--- src/luhn_pkg.sv ---
// Shared constants, types and helpers for the Luhn card number check.
// No dependencies; imported by every module of the block.
`timescale 1ns / 1ps

package luhn_pkg;

  localparam int CARD_W          = 54;
  localparam int DIGIT_W         = 4;
  localparam int NUM_DIGITS      = 17;   // 2^54 - 1 has seventeen decimal digits
  localparam int BCD_W           = NUM_DIGITS * DIGIT_W;
  localparam int STEPS_PER_STAGE = 6;
  localparam int NUM_STAGES      = CARD_W / STEPS_PER_STAGE;
  localparam int LEN_W           = 5;
  localparam int LEAD_W          = 7;
  localparam int SUM_W           = 8;    // seventeen digits of at most 9
  localparam int HALF_SUM_W      = 7;
  localparam int LO_DIGITS       = 9;
  localparam int MAX_DIGITS      = 16;
  localparam int CFG_IDX_W       = 1;

  localparam logic [LEN_W-1:0] MIN_LENGTH_RST = LEN_W'(13);
  localparam logic [LEN_W-1:0] MAX_LENGTH_RST = LEN_W'(16);

  typedef enum logic [CFG_IDX_W-1:0] {
    REG_MIN_LENGTH = 1'b0,
    REG_MAX_LENGTH = 1'b1
  } cfg_reg_e;

  // Partial conversion state: packed BCD digits and the binary bits still to shift in
  typedef struct packed {
    logic [BCD_W-1:0]  bcd;
    logic [CARD_W-1:0] bin;
  } b2d_t;

  // Luhn weight of a digit in an even position: double, then add the two digits
  function automatic logic [DIGIT_W-1:0] luhn_dbl(input logic [DIGIT_W-1:0] d);
    logic [DIGIT_W:0] dbl;
    begin
      dbl = {d, 1'b0};
      if (dbl >= (DIGIT_W+1)'(10)) begin
        luhn_dbl = DIGIT_W'(dbl - (DIGIT_W+1)'(9));
      end else begin
        luhn_dbl = dbl[DIGIT_W-1:0];
      end
    end
  endfunction

endpackage

--- src/luhn_b2d_stage.sv ---
// One registered stage of the binary-to-BCD converter (shift and add-3).
// Depends on luhn_pkg.
`timescale 1ns / 1ps

module luhn_b2d_stage
  import luhn_pkg::*;
(
  input  logic  clk_i,
  input  logic  rst_ni,
  input  logic  valid_i,
  input  b2d_t  data_i,
  output logic  valid_o,
  output b2d_t  data_o
);

  b2d_t data_d, data_q;
  logic valid_q;

  always_comb begin
    logic [BCD_W-1:0]  bcd;
    logic [CARD_W-1:0] bin;
    logic [DIGIT_W-1:0] dig;
    bcd = data_i.bcd;
    bin = data_i.bin;
    for (int s = 0; s < STEPS_PER_STAGE; s++) begin
      // add 3 to every digit of five or more, then shift one bit in
      for (int k = 0; k < NUM_DIGITS; k++) begin
        dig = bcd[k*DIGIT_W +: DIGIT_W];
        if (dig >= DIGIT_W'(5)) begin
          bcd[k*DIGIT_W +: DIGIT_W] = dig + DIGIT_W'(3);
        end
      end
      bcd = {bcd[BCD_W-2:0], bin[CARD_W-1]};
      bin = {bin[CARD_W-2:0], 1'b0};
    end
    data_d.bcd = bcd;
    data_d.bin = bin;
  end

  always_ff @(posedge clk_i or negedge rst_ni) begin
    if (!rst_ni) begin
      valid_q <= 1'b0;
    end else begin
      valid_q <= valid_i;
    end
  end

  always_ff @(posedge clk_i) begin
    data_q <= data_d;
  end

  assign valid_o = valid_q;
  assign data_o  = data_q;

endmodule

--- src/luhn_digit_eval.sv ---
// Two registered stages that turn the BCD digits into the Luhn flag,
// digit count, leading digits and length flag. Depends on luhn_pkg.
`timescale 1ns / 1ps

module luhn_digit_eval
  import luhn_pkg::*;
#(
  parameter int MAX_CARD_DIGITS = MAX_DIGITS
) (
  input  logic              clk_i,
  input  logic              rst_ni,
  input  logic              valid_i,
  input  logic [BCD_W-1:0]  bcd_i,
  input  logic [LEN_W-1:0]  min_length_i,
  input  logic [LEN_W-1:0]  max_length_i,
  output logic              valid_o,
  output logic              luhn_ok_o,
  output logic [LEN_W-1:0]  digit_count_o,
  output logic [LEAD_W-1:0] leading_digits_o,
  output logic              length_ok_o
);

  // first stage: weighted half sums, count, leading digits
  logic                  v1_q;
  logic [HALF_SUM_W-1:0] sum_lo_d, sum_lo_q, sum_hi_d, sum_hi_q;
  logic [LEN_W-1:0]      cnt_d, cnt_q;
  logic [LEAD_W-1:0]     lead_d, lead_q;

  // second stage: output register
  logic              v2_q;
  logic              luhn_ok_d, luhn_ok_q;
  logic              len_ok_d, len_ok_q;
  logic [LEN_W-1:0]  cnt2_q;
  logic [LEAD_W-1:0] lead2_q;

  logic [DIGIT_W-1:0] dig [NUM_DIGITS];

  always_comb begin
    for (int k = 0; k < NUM_DIGITS; k++) begin
      dig[k] = bcd_i[k*DIGIT_W +: DIGIT_W];
    end
  end

  always_comb begin
    logic [DIGIT_W-1:0] w;
    logic [LEN_W-1:0]   top_idx, next_idx;
    logic [LEAD_W-1:0]  hi_d, lo_d;
    sum_lo_d = '0;
    sum_hi_d = '0;
    cnt_d    = '0;
    for (int k = 0; k < NUM_DIGITS; k++) begin
      // rightmost digit is position one (added as is)
      w = (k % 2 == 1) ? luhn_dbl(dig[k]) : dig[k];
      if (k < LO_DIGITS) begin
        sum_lo_d = sum_lo_d + HALF_SUM_W'(w);
      end else begin
        sum_hi_d = sum_hi_d + HALF_SUM_W'(w);
      end
      if (dig[k] != '0) begin
        cnt_d = LEN_W'(k + 1);
      end
    end
    top_idx  = cnt_d - LEN_W'(1);
    next_idx = cnt_d - LEN_W'(2);
    hi_d = LEAD_W'(dig[top_idx]);
    lo_d = LEAD_W'(dig[next_idx]);
    if (cnt_d >= LEN_W'(2)) begin
      lead_d = {hi_d[LEAD_W-4:0], 3'b000} + {hi_d[LEAD_W-2:0], 1'b0} + lo_d;
    end else begin
      lead_d = LEAD_W'(dig[0]);
    end
  end

  always_comb begin
    logic [SUM_W-1:0] sum;
    sum = SUM_W'(sum_lo_q) + SUM_W'(sum_hi_q);
    luhn_ok_d = 1'b0;
    for (int m = 0; m * 10 <= NUM_DIGITS * 9; m++) begin
      if (sum == SUM_W'(m * 10)) begin
        luhn_ok_d = 1'b1;
      end
    end
    len_ok_d = (cnt_q >= min_length_i) && (cnt_q <= max_length_i) &&
               (cnt_q <= LEN_W'(MAX_CARD_DIGITS));
  end

  always_ff @(posedge clk_i or negedge rst_ni) begin
    if (!rst_ni) begin
      v1_q <= 1'b0;
      v2_q <= 1'b0;
    end else begin
      v1_q <= valid_i;
      v2_q <= v1_q;
    end
  end

  always_ff @(posedge clk_i) begin
    sum_lo_q  <= sum_lo_d;
    sum_hi_q  <= sum_hi_d;
    cnt_q     <= cnt_d;
    lead_q    <= lead_d;
    luhn_ok_q <= luhn_ok_d;
    len_ok_q  <= len_ok_d;
    cnt2_q    <= cnt_q;
    lead2_q   <= lead_q;
  end

  assign valid_o          = v2_q;
  assign luhn_ok_o        = luhn_ok_q;
  assign digit_count_o    = cnt2_q;
  assign leading_digits_o = lead2_q;
  assign length_ok_o      = len_ok_q;

endmodule

--- src/luhn_card_number_check_core.sv ---
// Top level of the Luhn card number check: config registers and pipeline.
// Depends on luhn_pkg, luhn_b2d_stage and luhn_digit_eval.
`timescale 1ns / 1ps

// A card number may be started in every clock cycle; busy_o stays low. Each
// item's result appears on done_o and the result ports for one cycle, after
// passing through nine registered binary-to-BCD stages of six shift-add-3
// steps each, then two stages that form the digit sum, count, leading digits
// and length check. There is no backpressure, so take each result when done_o
// is high. Write min and max length only while no item is in flight.

module luhn_card_number_check_core
  import luhn_pkg::*;
#(
  parameter int MAX_CARD_DIGITS = MAX_DIGITS
) (
  input  logic                 clk_i,
  input  logic                 rst_ni,
  input  logic                 start_i,
  output logic                 busy_o,
  input  logic [CARD_W-1:0]    card_number_i,
  input  logic                 cfg_we_i,
  input  logic [CFG_IDX_W-1:0] cfg_idx_i,
  input  logic [LEN_W-1:0]     cfg_wdata_i,
  output logic                 done_o,
  output logic                 luhn_ok_o,
  output logic [LEN_W-1:0]     digit_count_o,
  output logic [LEAD_W-1:0]    leading_digits_o,
  output logic                 length_ok_o
);

  localparam int LATENCY = NUM_STAGES + 2;

  logic [LEN_W-1:0] min_length_q, min_length_d;
  logic [LEN_W-1:0] max_length_q, max_length_d;

  logic accept;
  logic stg_valid [NUM_STAGES+1];
  b2d_t stg_data  [NUM_STAGES+1];

  assign busy_o = 1'b0;
  assign accept = start_i && !busy_o;

  always_comb begin
    min_length_d = min_length_q;
    max_length_d = max_length_q;
    if (cfg_we_i) begin
      case (cfg_reg_e'(cfg_idx_i))
        REG_MIN_LENGTH: min_length_d = cfg_wdata_i;
        REG_MAX_LENGTH: max_length_d = cfg_wdata_i;
        default: ;
      endcase
    end
  end

  always_ff @(posedge clk_i or negedge rst_ni) begin
    if (!rst_ni) begin
      min_length_q <= MIN_LENGTH_RST;
      max_length_q <= MAX_LENGTH_RST;
    end else begin
      min_length_q <= min_length_d;
      max_length_q <= max_length_d;
    end
  end

  assign stg_valid[0]    = accept;
  assign stg_data[0].bcd = '0;
  assign stg_data[0].bin = card_number_i;

  for (genvar g = 0; g < NUM_STAGES; g++) begin : g_b2d
    luhn_b2d_stage u_stage (
      .clk_i   (clk_i),
      .rst_ni  (rst_ni),
      .valid_i (stg_valid[g]),
      .data_i  (stg_data[g]),
      .valid_o (stg_valid[g+1]),
      .data_o  (stg_data[g+1])
    );
  end

  luhn_digit_eval #(
    .MAX_CARD_DIGITS (MAX_CARD_DIGITS)
  ) u_eval (
    .clk_i            (clk_i),
    .rst_ni           (rst_ni),
    .valid_i          (stg_valid[NUM_STAGES]),
    .bcd_i            (stg_data[NUM_STAGES].bcd),
    .min_length_i     (min_length_q),
    .max_length_i     (max_length_q),
    .valid_o          (done_o),
    .luhn_ok_o        (luhn_ok_o),
    .digit_count_o    (digit_count_o),
    .leading_digits_o (leading_digits_o),
    .length_ok_o      (length_ok_o)
  );

  a_done_follows_start: assert property (@(posedge clk_i) disable iff (!rst_ni)
    done_o |-> $past(start_i, LATENCY))
    else $error("result strobe without a matching start");

  a_zero_result: assert property (@(posedge clk_i) disable iff (!rst_ni)
    (done_o && digit_count_o == '0) |-> (luhn_ok_o && leading_digits_o == '0))
    else $error("zero card number gave a wrong result");

  a_len_bound: assert property (@(posedge clk_i) disable iff (!rst_ni)
    (done_o && length_ok_o) |-> (digit_count_o <= LEN_W'(MAX_CARD_DIGITS)))
    else $error("length flag set beyond the longest card number");

  a_short_lead: assert property (@(posedge clk_i) disable iff (!rst_ni)
    (done_o && digit_count_o <= LEN_W'(1)) |-> (leading_digits_o < LEAD_W'(10)))
    else $error("one-digit number gave two leading digits");

endmodule
--- config.mk ---
export PLATFORM = sky130hd
export DESIGN_NAME = luhn_card_number_check_core
export DESIGN_NICKNAME = d
export VERILOG_FILES = /design/src/luhn_pkg.sv /design/src/luhn_b2d_stage.sv /design/src/luhn_digit_eval.sv /design/src/luhn_card_number_check_core.sv
export SDC_FILE = /design/constraint.sdc
export NUM_CORES = 2
export LEC_CHECK = 0
export ABC_AREA = 1
export BUFFER_PORTS_ARGS = -buffer_cell sky130_fd_sc_hd__buf_2
export CELL_PAD_IN_SITES_DETAIL_PLACEMENT = 0
export CELL_PAD_IN_SITES_GLOBAL_PLACEMENT = 2
export CORE_ASPECT_RATIO = 1.75
export CORE_UTILIZATION = 40
export CTS_BUF_LIST = sky130_fd_sc_hd__clkbuf_4 sky130_fd_sc_hd__clkbuf_8
export CTS_CLUSTER_SIZE = 24
export DETAILED_ROUTE_END_ITERATION = 8
export GPL_TIMING_DRIVEN = 0
export HOLD_SLACK_MARGIN = 0.15
export PLACE_DENSITY = 0.89
export SETUP_SLACK_MARGIN = 0.05
export SLEW_MARGIN = 20
export SYNTH_ARGS = -nofsm -noshare
export SYNTH_HDL_FRONTEND = slang
export SYNTH_SLANG_ARGS = --single-unit
--- constraint.sdc ---
create_clock -name clk_i -period 9.3 [get_ports clk_i]
set_clock_uncertainty 0.2 [all_clocks]
set_input_delay 1.395 -clock clk_i [delete_from_list [all_inputs] [get_ports clk_i]]
set_output_delay 1.395 -clock clk_i [all_outputs]
set_load 0.01 [all_outputs]
==> reports/metrics.cfg <==
[logic_synthesis]
ys_seq_area_share_pct=18.1
synth_top_area_cell=nand2_1
synthDistinctLibCells=70
synth_warnings=0
dominantRegCellSynth=dfxtp_1
syn-cell-area_um2=69600
synth_edf_count=0
biggest_area_contributors_in_the_synthesized_netlist=nand2_1 18%, dfxtp_1 17%, ha_1 13%
synthesis.nets=12000
synth_top_cell_area_share_pct=18.4
synth.ff_latch_count=625
avg_inst_size_synth_um2=6.23
syn-instance-count=11200
synth-async-reset-ratio_pct=3.36

[routing]
first_iter_violations=1722
detail_route.first_pass.iterations=6
routed_wl_um=147000
wl_per_cell_um=10.6
postRouteAntennaNets=0
route.detailed.vias_per_inst=4.73
routed_via_count=65500
post-route-drc-count=0

[cts]
worst_skew_pair.late_latency_ns=0.85
numCtsBuffers=110
clkSinkCount=625
number_of_buffers_inserted_by_post_cts_setup_repair=0
ctsLongestPathBuffers=3
clock_pin_slew_on_the_worst_setup_and_hold_paths_ns=0.07
cts_tree=done
htree_levels=3
root_buffer=clkbuf_8

[floorplanning]
chipWidth_um=317
core.rowCount=202
dieHeight_um=554
placeableCoreArea_um2=173000
initial_core_utilization_pct=40.3
io_pins=80
fp.dieArea_um2=176000

[global_route]
grt_pass1_vias=64000
grt-ovfl-total=0
grt_first_pass_wirelength_um=259000
grt_antenna_before_repair=8
pin_count_of_the_biggest_net_entering_global_routing=22
gr-usage-all-layers_pct=16.9

[critical_path]
max_stage_delay_ns=0.58
worst_path_dominant_cell_family=simple AND/OR/NAND/NOR gates
critical_path_class=flop to flop
worst-endpoint-arrival_ns=6.76
worst-endpoint-required_ns=9.83
cp-end-kind=flop
setup.worst_path.start_class=flop
crit_path_max_fanout=11
path_buf_inv=6
critical-path-slowest-cell=fa_1

[timing]
setup-tns-final_ns=0
maxSlewViolCount=0
layout_min_cycle_time_ns=6.23
tightestPinTransition_ns=0.837
final.period_utilization_pct=67.0
worst_slew_margin_rel_pct=43.7
hold_violations=0
report.final.setup_viol=0
rsz0062_at_grt=false
maximum_achievable_frequency_mhz=161

[cells_and_area]
layout.cell_area.non_filler_um2=76900
ff_latch_area_um2=12600
total_area_of_multi_input_combinational_cells_um2=48300
layout-area-overhead-vs-synth_pct=10.4
finalNetCount=12400
layout.filler_cells=18300
final_layout_size_suffix_gt1_share_pct=11.5

[place]
place.detailed.hpwl_um=124000
portBuffers=78
place_congestion=0.900
placed_cell_area_um2=72800

[run]
cap_violations=0

[min_path]
timing.hold.worst.class=flop to flop

[status]
run_status=finished, final reports clean

[cells in the final DEF, fill, tap and decap left out, types with 35 or more instances in the layout]
master and n:
o21ai_0 362, nand3_1 1154, a21o_1 77, buf_2 83, xor2_1 139, nand2_4 48
o21ai_1 114, dfxtp_1 604, nand4_1 204, inv_1 2236, xor2_2 70, or2_2 35
dlygate4sd3_1 135, o21ai_2 134, nand2_2 364, and2_1 156, nand3b_1 71, a21oi_1 217
nand2_1 3421, and2_4 43, nand3_2 159, nor2_1 367, ha_1 743, clkbuf_8 138
inv_2 74, fa_1 46
[final timing paths]
path                                                           from                             endpoint  slack [ns]  depth (start not counted)
min in group asynchronous                                    rst_ni          max_length_q[1]$_DFFE_PN0P_        0.33                          1
worst min register to register  g_b2d[4].u_stage.data_o[46]$_DFF_P_  g_b2d[5].u_stage.data_o[52]$_DFF_P_        0.14                          0
worst min-delay path            g_b2d[4].u_stage.data_o[46]$_DFF_P_  g_b2d[5].u_stage.data_o[52]$_DFF_P_        0.14                          0
worst max register to register  g_b2d[8].u_stage.data_o[67]$_DFF_P_          u_eval.lead_q[6]$_SDFF_PP0_        3.07                         28
max in group asynchronous                                    rst_ni          min_length_q[0]$_DFFE_PN1P_        8.23                          1
worst max-delay path            g_b2d[8].u_stage.data_o[67]$_DFF_P_          u_eval.lead_q[6]$_SDFF_PP0_        3.07                         28
[synthesized netlist by cell type (7+ instances only)]
cell type and n:
or2_2 35, nand3_2 159, nand3_1 1154, dfrtp_1 17, and2_2 17, nor4_1 9
o21bai_1 17, nor2_2 23, xnor2_1 17, nor3_1 18, nand2_4 48, inv_2 74
nand2_2 364, a31o_2 18, xor2_1 139, o21ai_2 134, a21oi_2 17, o21ai_0 362
inv_1 2236, and2_1 156, nor2_1 367, fa_1 46, xnor2_2 7, o211ai_1 31
a21oi_1 217, nand3b_1 71, o31ai_1 7, clkbuf_1 9, xor2_4 11, o21ai_1 114
nand2_1 3421, dfxtp_1 604, o21a_1 14, o22ai_1 34, and2_4 43, xor2_2 70
a21o_1 77, o221ai_1 9, ha_1 743, nand4_1 204
[layout make-up]
cell class,count,area share (%)
sequential,625,16.4
timing repair buffer,213,2.26
clock buffer,152,2.61
multi-input combinational,8229,62.7
inverter,2313,11.3
buffer,16,0.0911
clock inverter,52,0.914
tap,2244,3.65
antenna,6,0.0195
[metrics by stage]
stage               hold WS, ns  worst slack (ns)  std cells  utilization (%)
floorplan                 0.110              3.99      11200                -
global placement          0.110              3.22      13500             42.1
detailed placement        0.112              3.27      13500             42.1
CTS                       0.150              3.21      13800             44.5
global route              0.152              2.55      13800             44.5
finish                    0.144              3.07      13900             44.5
[layer usage]
metal | GRT usage [%] | wire, um | vias to the layer above
met5 | 0 | 0 | -
met4 | 7.19 | 5990 | 0
met3 | 2.06 | 3300 | 283
met2 | 36.7 | 84700 | 491
met1 | 14.6 | 53300 | 29000
li1 | - | - | 35700
[cell families (layout without fill, tap and decap cells)]
kind of cell / after synthesis / count (layout) / synth area share [%]
AND/OR/NAND/NOR: 6111 / 6111 / 40.9
buffers and inverters: 2329 / 2746 / 12.6
AO/OA/AOI/OAI: 1083 / 1083 / 9.55
adder cells (fa/ha/maj): 789 / 789 / 14.7
flip-flops: 625 / 625 / 18.1
XOR/XNOR: 244 / 244 / 4.20
other: 1 / 7 / 0.00539
multiplexers: 1 / 1 / 0.0144
[flip-flops by register name, summed over array words and instances, names as in the netlist]
| name | flops |
|---|---|
| u_eval.length_ok_o | 1 |
| u_eval.v1_q | 1 |
| max_length_q | 5 |
| g_b2d.u_stage.valid_o | 9 |
| u_eval.leading_digits_o | 7 |
| u_eval.luhn_ok_o | 1 |
| u_eval.digit_count_o | 5 |
| u_eval.sum_lo_q | 7 |
| u_eval.sum_hi_q | 7 |
| u_eval.cnt_q | 5 |
| u_eval.lead_q | 7 |
| u_eval.valid_o | 1 |
| g_b2d.u_stage.data_o | 564 |
| min_length_q | 5 |
[worst register-to-register path, delay by kind of cell, from the launching register on]
kind | cells | cell delay (ns)
and+or+nand+nor | 12 | 1.97
buffers and inverters | 6 | 1.25
adders and majority gates | 3 | 1.23
AOI/OAI and AO/OA | 7 | 0.98
DFF | 1 | 0.48
[what timing repair did]
item | CTS | global route
hold buffers | 133 | 2
endpoints found under the hold margin | 133 | 2
resized for setup | 0 | 0
Power is left out: the tool's default activity adds up to more than one toggle a clock period on the data nets, which glitch-free logic cannot reach.
